[src/sv/sbpm_pkg.sv]
// Shared types, constants and register codes of the spectrum band peak meter.
`timescale 1ns / 1ps
`default_nettype none
package sbpm_pkg;

    // Default sizes handed to the top level parameters, and the queue depth
    localparam int BAND_COUNT_DEF = 8;
    localparam int FRAME_BINS_DEF = 512;
    localparam int MAG_BITS_DEF   = 24;
    localparam int QUEUE_DEPTH    = 4;

    // Fixed field widths
    localparam int BAND_BITS  = 3;
    localparam int LEVEL_BITS = 24;
    localparam int DRIVE_BITS = 10;
    localparam int EDGE_BITS  = 8;
    localparam int GAIN_BITS  = 6;
    localparam int WGT_BITS   = 9;
    localparam int CFG_DATA_BITS = 64;
    localparam int CFG_IDX_BITS  = 3;

    localparam logic [LEVEL_BITS-1:0] LEVEL_MAX = 24'hFF_FFFF;
    localparam logic [DRIVE_BITS-1:0] DRIVE_MAX = 10'd1023;
    localparam logic [WGT_BITS-1:0]   WEIGHT_FULL = 9'd256;

    // level * 1023 / 50 reaches 1024 from this level up
    localparam logic [LEVEL_BITS-1:0] DRIVE_SAT_LEVEL = 24'd51;
    // level * 1023 / 50 reads full scale from this level up
    localparam logic [LEVEL_BITS-1:0] DRIVE_FULL_LEVEL = 24'd50;
    localparam int DRIVE_SCALE = 1023;
    localparam int DRIVE_DIV   = 50;
    // ceil(1023 * 2^16 / 50): exact floor of level * 1023 / 50 for levels up to 50
    localparam int DRIVE_RECIP_SHIFT = 16;
    localparam int DRIVE_RECIP_BITS  = 21;
    localparam int DRIVE_RECIP = ((DRIVE_SCALE << DRIVE_RECIP_SHIFT) + DRIVE_DIV - 1) / DRIVE_DIV;
    // gain is in tenths and the store in Q.8: 10 * 256 = 5 * 2^9
    localparam int LEVEL_PRE_SHIFT = 9;
    localparam int LEVEL_ODD_DIV   = 5;

    // Configuration register indexes
    localparam logic [CFG_IDX_BITS-1:0] CFG_BAND_GAINS  = 3'd0;
    localparam logic [CFG_IDX_BITS-1:0] CFG_START_EDGES = 3'd1;
    localparam logic [CFG_IDX_BITS-1:0] CFG_TOP_END     = 3'd2;
    localparam logic [CFG_IDX_BITS-1:0] CFG_WEIGHT      = 3'd3;
    localparam logic [CFG_IDX_BITS-1:0] CFG_NOISE_FLOOR = 3'd4;

    // Configuration reset values
    localparam logic [47:0] GAINS_RST  = 48'd44678567731850;
    localparam logic [63:0] EDGES_RST  = 64'd12357971021029639425;
    localparam logic [7:0]  TOP_RST    = 8'd213;
    localparam logic [8:0]  WEIGHT_RST = 9'd243;
    localparam logic [23:0] FLOOR_RST  = 24'd20;

    typedef struct packed {
        logic [47:0]           gains;
        logic [63:0]           edges;
        logic [EDGE_BITS-1:0]  top_end;
        logic [WGT_BITS-1:0]   weight;
        logic [LEVEL_BITS-1:0] floor_level;
    } t_cfg;

    typedef enum logic [3:0] {
        ST_IDLE,
        ST_MULA,
        ST_MULB,
        ST_SUM,
        ST_GAIN,
        ST_RECIP,
        ST_LEVEL,
        ST_SCALE,
        ST_OUT
    } t_back_state;

endpackage
`default_nettype wire

[src/sv/sbpm_front.sv]
// Front part: bin counting, band tracking and running peak, one bin per cycle while the queue is not full.
`timescale 1ns / 1ps
`default_nettype none
module sbpm_front #(
    parameter int BAND_COUNT = 8,
    parameter int FRAME_BINS = 512,
    parameter int MAG_BITS   = 24
) (
    input  wire                                   i_clk,
    input  wire                                   i_rst_n,
    input  wire                                   i_valid,
    output logic                                  o_ready,
    input  wire  [sbpm_pkg::LEVEL_BITS-1:0]       i_mag,
    input  wire                                   i_last,
    input  sbpm_pkg::t_cfg                        i_cfg,
    input  wire                                   i_q_full,
    output logic                                  o_push,
    output logic [sbpm_pkg::BAND_BITS+MAG_BITS-1:0] o_push_data
);
    import sbpm_pkg::*;

    localparam int CW   = $clog2(FRAME_BINS);
    localparam int CMPW = (CW > EDGE_BITS) ? CW : EDGE_BITS;
    localparam int CURW = $clog2(BAND_COUNT + 1);

    logic [CW-1:0]       r_bin;
    logic [CURW-1:0]     r_cursor;
    logic [MAG_BITS-1:0] r_peak;

    logic [MAG_BITS-1:0]  mag;
    logic [CMPW-1:0]      b;
    logic [BAND_BITS-1:0] c3;
    logic [BAND_BITS-1:0] nc3;
    logic [CURW-1:0]      nc;
    logic [EDGE_BITS-1:0] st_c;
    logic [EDGE_BITS-1:0] st_n;
    logic [EDGE_BITS-1:0] end_c;
    logic                 last_band;
    logic                 active;
    logic                 close;
    logic                 next_started;
    logic                 frame_end;
    logic                 accept;
    logic [MAG_BITS-1:0]  pk;

    always_comb begin
        mag       = MAG_BITS'(i_mag);
        b         = CMPW'(r_bin);
        c3        = BAND_BITS'(r_cursor);
        nc        = r_cursor + CURW'(1);
        nc3       = BAND_BITS'(nc);
        st_c      = i_cfg.edges[EDGE_BITS*c3 +: EDGE_BITS];
        st_n      = i_cfg.edges[EDGE_BITS*nc3 +: EDGE_BITS];
        last_band = nc >= CURW'(BAND_COUNT);
        end_c     = last_band ? i_cfg.top_end : st_n;
        active    = r_cursor < CURW'(BAND_COUNT);
        pk        = (active && b >= CMPW'(st_c) && mag > r_peak) ? mag : r_peak;
        close     = active && (b == CMPW'(end_c));
        next_started = !last_band && (b >= CMPW'(st_n));
        frame_end = i_last || (r_bin >= CW'(FRAME_BINS - 1));
        o_ready   = !i_q_full;
        accept    = i_valid && o_ready;
        o_push    = accept && close;
        o_push_data = {c3, pk};
    end

    always_ff @(posedge i_clk) begin
        if (!i_rst_n) begin
            r_bin    <= '0;
            r_cursor <= '0;
            r_peak   <= '0;
        end else if (accept) begin
            if (frame_end) begin
                r_bin    <= '0;
                r_cursor <= '0;
                r_peak   <= '0;
            end else begin
                r_bin <= r_bin + CW'(1);
                if (close) begin
                    // restart the peak with this bin if the next band already began
                    r_cursor <= nc;
                    r_peak   <= next_started ? mag : '0;
                end else begin
                    r_peak <= pk;
                end
            end
        end
    end

endmodule
`default_nettype wire

[config.mk]
export PLATFORM = sky130hd
export DESIGN_NAME = sbpm_front
export DESIGN_NICKNAME = d
export VERILOG_FILES = /design/src/sv/sbpm_pkg.sv /design/src/sv/sbpm_front.sv
export SDC_FILE = /design/constraint.sdc
export NUM_CORES = 1
export LEC_CHECK = 0
export BUFFER_PORTS_ARGS = -buffer_cell sky130_fd_sc_hd__buf_2
export CORE_AREA = 4 4 95 97
export CTS_CLUSTER_SIZE = 14
export DETAILED_ROUTE_END_ITERATION = 10
export DIE_AREA = 0 0 99 101
export PLACE_DENSITY = 0.95
export SLEW_MARGIN = 0
export SYNTH_ARGS = -nofsm -noshare
export SYNTH_HDL_FRONTEND = slang
export SYNTH_SLANG_ARGS = --single-unit
[constraint.sdc]
create_clock -name i_clk -period 11.01 [get_ports i_clk]
set_input_delay 2.7525 -clock i_clk [delete_from_list [all_inputs] [get_ports i_clk]]
set_output_delay 2.7525 -clock i_clk [all_outputs]
set_load 0.03 [all_outputs]
# After elaboration in Yosys (flattened, before gate mapping)
# Index checks and enable logic that the tools add are counted.
# word_totals
regBits,37
in_bits,182
# classes
add_sub_neg,2
order_cmp,6
n_eq_ne,1
shifts,2
muxes,8
n_reduce_logical,11
# ops
cell,count
$shiftx A64 B7 Y8,2
$mux W24,4
$gt A24 B24 Y1,1
$ge A9 B8 Y1,2
$add A9 B1 Y9 const B,1
$eq A9 B8 Y1,1
$ge A9 B9 Y1 const B,1
$mux W9,1
$mux W4,2
$mux W8,1
$logic_and A1 B1 Y1,6
$add A4 B1 Y4 const B,1
$ge A4 B4 Y1 const B,1
$lt A4 B4 Y1 const B,1
$logic_not A1 Y1,2
$reduce_and A2 Y1,1
$reduce_bool A2 Y1,1
$logic_or A1 B1 Y1,1

# Logic depth before layout (Yosys ltp)
# Gate-level depths: netlist of the first run.
# depth
ltp_word,7
depth_mapped,15

# Worst setup path after synthesis of the first run
# No wires, ideal clock.
# synth_path
path_type,in2out
startpoint,input i_cfg[97] (netlist name)
endpoint,output o_push_data[10] (netlist name)
arrival_ns,5.838
required_time_ns,8.257
setup_slack_ns,2.420
stages,13
cell_sequence,mux4_2 mux2_2 ha_1 nand2b_1 a21o_1 a211oi_1 nor3b_1 o2111ai_1 a211oi_1 clkbuf_1 clkbuf_1 nand2_1 o21ai_0
# synth_via
elab_chain_cells,5
# synth_lines
element,line_no,rtl
"start, declared",sbpm_front.sv:15,"input sbpm_pkg::t_cfg i_cfg,"
$shiftx A64 B7 Y8,sbpm_front.sv:52,st_c = i_cfg.edges[EDGE_BITS*c3 +: EDGE_BITS];
$ge A9 B8 Y1,sbpm_front.sv:57,pk = (active && b >= CMPW'(st_c) && mag > r_peak) ? mag : r_peak;
$logic_and A1 B1 Y1 (2 in a row),sbpm_front.sv:57,
$mux W24,sbpm_front.sv:57,
"end, declared",sbpm_front.sv:18,output logic [sbpm_pkg::BAND_BITS+MAG_BITS-1:0] o_push_data
# No other way between the ends.

# Final worst setup path of the first run
# layout_path
startpoint,input i_cfg[57] (netlist name)
endpoint,output o_push_data[11] (netlist name)
# The elaborated chain is that of the path after synthesis.

==> flow_summary_export.csv, run 1 <==
group,metric,value,unit
status,status,"finished, final reports clean",
synthesis,synthFlopType,"dfxtp_1",
routing,drcViolationCount,0,
sta,whs,0.482,ns
synthesis,syn_avg_cell_area,9.11,um2
worst_setup_path,regToRegEndpoint,"r_peak[19]$_SDFFE_PN0P_",
worst_setup_path,cp_max_fo,38,
synthesis,syn_inst,451,
routing,via_per_inst,5.97,
min_path,hp-class,"flop to flop",
routing,dr.pass1.iters,4,
cells_and_area,fin_cells,668,
placement,port_buffers,129,
synthesis,synth_edf_count,0,
routing,ant_nets,0,
die,die_h,101,um
clocking,holdBufCountCts,0,
clocking,clkLatencyLatePin,0.29,ns
worst_setup_path,r2r_start,"r_cursor[0]$_SDFFE_PN0P_",
sta,setup_ws,1.77,ns
clocking,cts_resized,0,
clocking,cts_tree,"built",
synthesis,synth_seq_cells,37,
worst_setup_path,end_kind,"output port",
sta,relSlewSlack,0.165,
clocking,clkTransAtPathRegs,0.08,ns
die,dieArea,10000,um2
power,p_leak,2.14,nW
min_path,hold_start,"r_peak[16]$_SDFFE_PN0P_",
sta,finalSetupTns,0,ns
worst_setup_path,rr_worst_depth,11,
synthesis,ys_warn_count,0,
sta,worst_pin_slew,1.25,ns
cells_and_area,drive_gt1_frac,0.357,
grt,antenna_found_initial,0,
grt,grt_pass1_wl,19.1,mm
worst_setup_path,arrival,6.49,ns
grt,grt_usage,0.231,
die,rows,33,
synthesis,ys_seq_area_frac,0.180,
worst_setup_path,crit_type,"primary input to output port",
synthesis,synth_top_area_share,0.180,
routing,wl_per_cell,17.6,um
power,cellPowerDensity,63.5,nW/um2
clocking,clockBufferDepth,2,
clocking,numCtsBuffers,5,
clocking,cts_setup_buffers,0,
grt,grt_max_degree,39,
synthesis,synth.most_common_cell,"nand2_1",
placement,dp_hpwl,9.43,mm
synthesis,syn_area,4110,um2
worst_setup_path,required,8.26,ns
power,peakVddDrop,0.0000439,V
min_path,hold_depth,2,
routing,routed_wirelength,11.7,mm
die,core_area,8130,um2
die,fp.dieW,99,um
synthesis,synth_commonest_cells,"nand2_1 (59), inv_1 (54), ha_1 (43)",
clocking,h-tree-depth,2,
routing,drt_iter0_drc,171,
synthesis,synthArstFlopShare,0,
grt,grt_overflow,0,
placement,pre_cts_ws,1.81,ns
sta,finalHoldViolations,0,
cells_and_area,seqCellArea,741,um2
routing,vias,3988,
die,start_util,0.505,
synthesis,synth_top_area_cell,"dfxtp_1",
grt,grt_pass1_vias,4114,
placement,placed_cells,661,
clocking,clock-sinks,37,
cells_and_area,nets,788,
sta,rsz0062_at_grt,"false",
synthesis,syn_nets,676,
die,pin_count,211,
job,timing.max_cap.violations,0,
cells_and_area,areaGrowthSynthToFinish,18.3,%
synthesis,ys_types,48,
cells_and_area,fillCellCount,673,
clocking,clockRootBuffer,"clkbuf_8",
synthesis,synth_top_cells_by_area,"dfxtp_1 (18%), mux4_2 (16%), ha_1 (13%)",
sta,setup_violations,0,
worst_setup_path,ff2ff_setup_slack,5.83,ns
sta,clock_skew,0.0165,ns
sta,max_freq,0.108,GHz
worst_setup_path,startpoint_type,"primary input",
cells_and_area,insertedDiodeCount,0,
sta,fin_crit,9.24,ns
sta,drv_slew,0,
min_path,min_to,"r_peak[16]$_SDFFE_PN0P_",
cells_and_area,multiInputGateArea,3010,um2
sta,min_period_over_period,0.839,
placement,place_congestion,0.841,
[state kept, by name, indices dropped and copies added (netlist names)]
register / count
b: 9
r_cursor: 4
r_peak: 24
[logic make-up (layout without fill, tap and decap cells)]
| family | after synthesis | in the layout | share of synthesized area |
|---|---|---|---|
| muxes | 54 | 54 | 0.224 |
| DFF | 37 | 37 | 0.180 |
| adders and majority gates | 43 | 43 | 0.131 |
| xor gates and xnor gates | 22 | 22 | 0.0515 |
| and+or+nand+nor | 114 | 114 | 0.128 |
| buffers and inverters | 83 | 195 | 0.0899 |
| AOI/OAI and AO/OA | 98 | 98 | 0.196 |
[where the power goes]
| part | switching (mW) | total, mW | internal, mW |
|---|---|---|---|
| clock network | 0.0509 | 0.101 | 0.0496 |
| logic | 0.0370 | 0.0730 | 0.0360 |
| registers | 0.00101 | 0.135 | 0.134 |
[cell type report]
cell class / instances / area share
Clock inverter: 1 / 0.00155
Multi-Input combinational cell: 331 / 0.620
Inverter: 54 / 0.0417
Tap cell: 105 / 0.0270
Timing Repair Buffer: 134 / 0.141
Clock buffer: 6 / 0.0170
Sequential cell: 37 / 0.152
[stage by stage]
step            util  instance area [um2]  power, mW
2_1_floorplan      -                 4110      0.177
4_1_cts        0.597                 4860      0.310
6_report       0.597                 4860      0.309
3_5_place_dp   0.586                 4770      0.210
3_3_place_gp   0.586                 4770      0.205
5_1_grt        0.597                 4860      0.323
[critical path, stage by stage]
cell	delay, ns
buf_2	0.12
mux4_2	0.46
mux2_2	0.28
ha_1	0.27
nand2b_1	0.10
a21o_1	0.13
a211oi_1	0.07
nor3b_1	0.22
o2111ai_1	0.23
a211oi_4	1.08
buf_4	0.35
nand2_1	0.08
o21ai_0	0.10
buf_2	0.25
[routing by layer]
metal  wire length, um  global-route usage  part of all wire
met1              4450               0.263              0.38
met4               212              0.0693             0.018
met3               974              0.0429             0.083
met5                 0                   0                 0
met2              6100               0.436              0.52
[worst max path at each step]
stage / start / to / slack, ns
6_report: i_cfg[57] / o_push_data[11] / 1.77
2_1_floorplan: i_cfg[97] / o_push_data[10] / 2.42
3_3_place_gp: i_cfg[57] / o_push_data[15] / 1.92
3_5_place_dp: i_cfg[57] / o_push_data[11] / 1.81
5_1_grt: i_cfg[57] / o_push_data[11] / 1.44
4_1_cts: i_cfg[57] / o_push_data[11] / 1.78
[cells in the final DEF, fill, tap and decap left out, types with 3 or more instances in the layout]
cell,n
o21ai_0,28
ha_1,43
a21oi_1,7
nor3_1,3
a21o_1,10
a21boi_0,6
xnor2_1,10
buf_4,5
nor2_1,12
clkbuf_8,6
and3_1,8
dfxtp_1,37
mux2i_1,22
o22ai_2,20
inv_1,54
o22ai_1,4
nand3_1,11
xor2_1,11
nand4_1,9
nand2_1,59
buf_2,129
nor2b_1,5
mux4_2,30
a211oi_1,3
Power figures use the tool's default switching activity.
==> run 2, diff against run 1 <==
--- a/config.mk
+++ b/config.mk
@@ -6,11 +6,11 @@
 export NUM_CORES = 1
 export LEC_CHECK = 0
 export BUFFER_PORTS_ARGS = -buffer_cell sky130_fd_sc_hd__buf_2
-export CORE_AREA = 4 4 95 97
+export CORE_AREA = 4 4 104 106
 export CTS_CLUSTER_SIZE = 14
 export DETAILED_ROUTE_END_ITERATION = 10
-export DIE_AREA = 0 0 99 101
-export PLACE_DENSITY = 0.95
+export DIE_AREA = 0 0 108 110
+export PLACE_DENSITY = 0.88
 export SLEW_MARGIN = 0
 export SYNTH_ARGS = -nofsm -noshare
 export SYNTH_HDL_FRONTEND = slang
==> constraint.sdc (replaced) <==
create_clock -name i_clk -period 7.9 [get_ports i_clk]
set_input_delay 1.975 -clock i_clk [delete_from_list [all_inputs] [get_ports i_clk]]
set_output_delay 1.975 -clock i_clk [all_outputs]
set_load 0.03 [all_outputs]
==> flow_summary_export.csv, run 2 (synthesis results as in run 1) <==
group,metric,value,unit
sta,setup_violations,0,
cells_and_area,largest_reg_flops,24,
cells_and_area,final_cell_mix,"buf_2 (129), nand2_1 (59), inv_1 (54)",
power,p_sw,0.117,mW
clocking,cts_resized,0,
routing,drcViolationCount,0,
worst_setup_path,required,5.93,ns
cells_and_area,final_common_cell,"buf_2",
sta,relSlewSlack,0.245,
routing,vias,3845,
clocking,clkLatencyLatePin,0.29,ns
clocking,h-tree-depth,2,
clocking,cts_setup_buffers,0,
sta,rsz0062_at_grt,"false",
power,clkPwrFrac,0.369,
die,fp.dieW,108,um
grt,grt_max_degree,35,
cells_and_area,areaGrowthSynthToFinish,20.1,%
clocking,cts_tree,"built",
grt,grt_pass1_vias,3759,
clocking,holdBufCountCts,0,
sta,worst_pin_slew,1.13,ns
die,dieArea,11900,um2
worst_setup_path,startpoint_type,"primary input",
min_path,hp-class,"flop to flop",
cells_and_area,insertedDiodeCount,0,
worst_setup_path,end_kind,"output port",
grt,antenna_found_initial,0,
die,start_util,0.420,
sta,finalSetupTns,0,ns
placement,place_congestion,0.857,
cells_and_area,stdcell_area,4930,um2
die,core_area,9770,um2
die,pin_count,211,
worst_setup_path,arrival,5.08,ns
sta,fin_crit,7.05,ns
cells_and_area,final_util,0.505,
sta,drv_slew,0,
status,status,"finished, final reports clean",
routing,via_per_inst,5.50,
die,die_h,110,um
power,seqPwrFrac,0.412,
grt,grt_usage,0.179,
cells_and_area,drive_gt1_frac,0.359,
job,timing.max_cap.violations,0,
routing,routed_wirelength,11.0,mm
clocking,clkTransAtPathRegs,0.06,ns
grt,grt_pass1_wl,17.3,mm
die,rows,36,
worst_setup_path,crit_type,"primary input to output port",
sta,max_freq,0.142,GHz
clocking,clockBufferDepth,2,
routing,dr.pass1.iters,4,
clocking,numCtsBuffers,5,
routing,ant_nets,0,
cells_and_area,regMostFlops,"r_peak",
cells_and_area,nets,790,
sta,whs,0.479,ns
routing,wl_per_cell,15.8,um
placement,dp_hpwl,8.82,mm
power,combPwrFrac,0.218,
sta,min_period_over_period,0.893,
clocking,clock-sinks,37,
placement,port_buffers,129,
routing,drt_iter0_drc,281,
power,cellPowerDensity,92.5,nW/um2
power,p_int,0.340,mW
power,p_sw_frac,0.256,
worst_setup_path,cp_max_fo,25,
placement,place_area,4820,um2
sta,finalHoldViolations,0,
grt,grt_overflow,0,
clocking,clockRootBuffer,"clkbuf_8",
sta,clock_skew,0.0118,ns
power,p_leak,2.17,nW
power,power,0.457,mW
power,peakVddDrop,0.0000730,V
run 2: cell count changes in the layout (fill, tap and decap cells not counted), sizes merged:
cell / delta
buf: +2
bufinv: +1
clkbuf: +1
clkinvlp: -1
run 2: final timing paths:
path	depth (start not counted)	start	slack, ns	endpoint
max	13	i_cfg[97]	0.85	o_push_data[0]
min	2	r_peak[19]$_SDFFE_PN0P_	0.48	r_peak[19]$_SDFFE_PN0P_
max reg2reg	12	r_cursor[1]$_SDFFE_PN0P_	3.32	r_peak[15]$_SDFFE_PN0P_
min reg2reg	2	r_peak[19]$_SDFFE_PN0P_	0.48	r_peak[19]$_SDFFE_PN0P_
run 2: power by group through the flow:
stage / Sequential, mW / Clock, mW / Combinational [mW]
global route: 0.188 / 0.183 / 0.110
floorplan: 0.192 / 0 / 0.0542
finish: 0.188 / 0.169 / 0.0996
global placement: 0.193 / 0 / 0.0940
CTS: 0.188 / 0.175 / 0.0994
detailed placement: 0.193 / 0 / 0.0989
run 2: critical path: stages:
cell and delay (ns):
buf_2 0.12, mux4_2 0.47, mux2_2 0.29, ha_1 0.26, nand2b_1 0.09, a21o_1 0.12
a211oi_1 0.07, nor3b_1 0.19, o2111ai_1 0.20, a211oi_4 0.41, buf_4 0.32, mux2_2 0.37
buf_2 0.18
run 2: layout make-up:
type / instances / area [um2]
fill: 886 / 4840
multi-input combinational: 331 / 3010
sequential: 37 / 741
timing repair buffer: 136 / 698
inverter: 54 / 203
tap: 133 / 166
clock buffer: 7 / 86.3
clock inverter: 1 / 30.0
run 2: per-stage QoR:
stage / setup slack [ns] / cells
floorplan: 0.865 / 451
global placement: 0.866 / 691
detailed placement: 0.863 / 691
CTS: 0.850 / 699
global route: 0.635 / 699
finish: 0.849 / 699
run 2: per-layer routing:
metal  GRT usage  wire [um]  vias to the layer above
li1            -          -                     1863
met5           0          0                        -
met2       0.348       5680                      149
met4      0.0397        167                        0
met3      0.0297        759                       18
met1       0.204       4420                     1815
==> run 3, diff against run 2 <==
--- a/config.mk
+++ b/config.mk
@@ -6,11 +6,12 @@
 export NUM_CORES = 1
 export LEC_CHECK = 0
 export BUFFER_PORTS_ARGS = -buffer_cell sky130_fd_sc_hd__buf_2
-export CORE_AREA = 4 4 104 106
+export CORE_AREA = 4 4 103 105
+export CTS_BUF_LIST = sky130_fd_sc_hd__clkbuf_8
 export CTS_CLUSTER_SIZE = 14
 export DETAILED_ROUTE_END_ITERATION = 10
-export DIE_AREA = 0 0 108 110
-export PLACE_DENSITY = 0.88
+export DIE_AREA = 0 0 107 109
+export PLACE_DENSITY = 0.89
 export SLEW_MARGIN = 0
 export SYNTH_ARGS = -nofsm -noshare
 export SYNTH_HDL_FRONTEND = slang
==> flow_summary_export.csv, run 3 (synthesis results as in run 1) <==
group,metric,value,unit
sta,finalHoldViolations,0,
routing,dr.pass1.iters,4,
die,rows,36,
cells_and_area,largest_reg_flops,24,
die,start_util,0.426,
sta,worst_pin_slew,1.13,ns
worst_setup_path,crit_top_cell,"buf_2",
worst_setup_path,crit_buf_inv,3,
sta,finalSetupTns,0,ns
power,peakVddDrop,0.0000566,V
sta,clock_skew,0.0126,ns
die,core_area,9640,um2
worst_setup_path,required,5.93,ns
grt,grt_overflow,0,
cells_and_area,regMostFlops,"r_peak",
cells_and_area,insertedDiodeCount,0,
die,die_h,109,um
clocking,clkTransAtPathRegs,0.06,ns
die,dieArea,11700,um2
cells_and_area,final_common_cell,"buf_2",
placement,place_area,4820,um2
worst_setup_path,startpoint_type,"primary input",
cells_and_area,drive_gt1_frac,0.359,
worst_setup_path,arrival,5.53,ns
grt,grt_pass1_wl,17.7,mm
worst_setup_path,ff2ff_setup_slack,2.71,ns
clocking,clkLatencyLatePin,0.29,ns
routing,vias,3932,
clocking,cts_resized,0,
sta,setup_ws,0.394,ns
placement,port_buffers,129,
grt,grt_max_degree,35,
cells_and_area,areaGrowthSynthToFinish,20.1,%
die,pin_count,211,
sta,setup_violations,0,
status,status,"finished, final reports clean",
clocking,numCtsBuffers,5,
clocking,holdBufCountCts,0,
power,p_leak,2.17,nW
worst_setup_path,critical_path.top_delay_family,"compound AO/OA/AOI/OAI gates",
sta,whs,0.489,ns
cells_and_area,nets,790,
cells_and_area,final_cell_mix,"buf_2 (129), nand2_1 (59), inv_1 (55)",
routing,drcViolationCount,0,
placement,dp_hpwl,9.02,mm
sta,max_freq,0.133,GHz
clocking,h-tree-depth,2,
clocking,cts_setup_buffers,0,
routing,ant_nets,0,
placement,pre_cts_ws,0.306,ns
grt,antenna_found_initial,0,
routing,wl_per_cell,15.9,um
sta,fin_crit,7.51,ns
sta,min_period_over_period,0.950,
clocking,clockRootBuffer,"clkbuf_8",
routing,drt_iter0_drc,240,
job,timing.max_cap.violations,0,
min_path,hp-class,"flop to flop",
clocking,cts_tree,"built",
grt,grt_usage,0.187,
sta,rsz0062_at_grt,"false",
worst_setup_path,cp_cell_sequence,"buf_2, mux4_2, mux2_2, ha_1, nand2b_1, a21o_1, a211oi_1, nor3b_1, o2111ai_1, a211oi_4, buf_4, nand2_1, o21ai_0, buf_2",
worst_setup_path,crit_type,"primary input to output port",
clocking,clockBufferDepth,2,
worst_setup_path,crit_path_max_incr_delay,1.00,ns
worst_setup_path,cp_max_fo,28,
cells_and_area,stdcell_area,4930,um2
grt,grt_pass1_vias,3958,
die,fp.dieW,107,um
sta,relSlewSlack,0.247,
worst_setup_path,slowest_stage,"a211oi_4",
sta,drv_slew,0,
routing,routed_wirelength,11.1,mm
worst_setup_path,end_kind,"output port",
placement,place_congestion,0.856,
routing,via_per_inst,5.63,
clocking,clock-sinks,37,
power,cellPowerDensity,92.7,nW/um2
[run 3: changes by cell type in the layout (fill, tap and decap cells not counted)]
cell      before  now
clkbuf_1       1    0
inv_1         54   55
[run 3: metrics by stage]
stage          total power, mW  std cells  utilization
4_1_cts                  0.464        699        0.512
5_1_grt                  0.483        699        0.512
6_report                 0.457        699        0.512
3_3_place_gp             0.287        691        0.500
2_1_floorplan            0.246        451            -
3_5_place_dp             0.292        691        0.500
[run 3: power by group]
group	leakage, nW	switching [mW]	internal [mW]
Combinational	1.81	0.0500	0.0500
Sequential	0.298	0.00143	0.187
Clock	0.0626	0.0673	0.102
Total	2.17	0.119	0.339
[run 3: worst paths after layout]
check / end / cells past startpoint / from
worst min register to register: r_peak[18]$_SDFFE_PN0P_ / 2 / r_peak[18]$_SDFFE_PN0P_
worst max register to register: r_peak[15]$_SDFFE_PN0P_ / 12 / r_cursor[1]$_SDFFE_PN0P_
worst max-delay path: o_push_data[16] / 14 / i_cfg[65]
worst min-delay path: r_peak[18]$_SDFFE_PN0P_ / 2 / r_peak[18]$_SDFFE_PN0P_
[run 3: cell type report]
class,count,area (um2)
well taps,133,166
flip-flops and latches,37,741
inverters,54,203
clock buffers,6,82.6
multi-input cells,331,3010
fillers,898,4710
clock inverters,2,33.8
repair buffers,136,698
[run 3: routing by layer]
layer	GRT usage	part of all wire
met3	0.0349	0.079
met2	0.366	0.51
met4	0.0612	0.020
met1	0.202	0.39
met5	0	0
[run 3: worst register-to-register path: cells and delay by family, from the launching register on]
kind,cells,cell delay [ns]
multiplexers,2,0.82
buffers and inverters,1,0.34
flip-flops,1,0.89
adder cells (fa/ha/maj),2,0.96
AO/OA/AOI/OAI,7,2.05
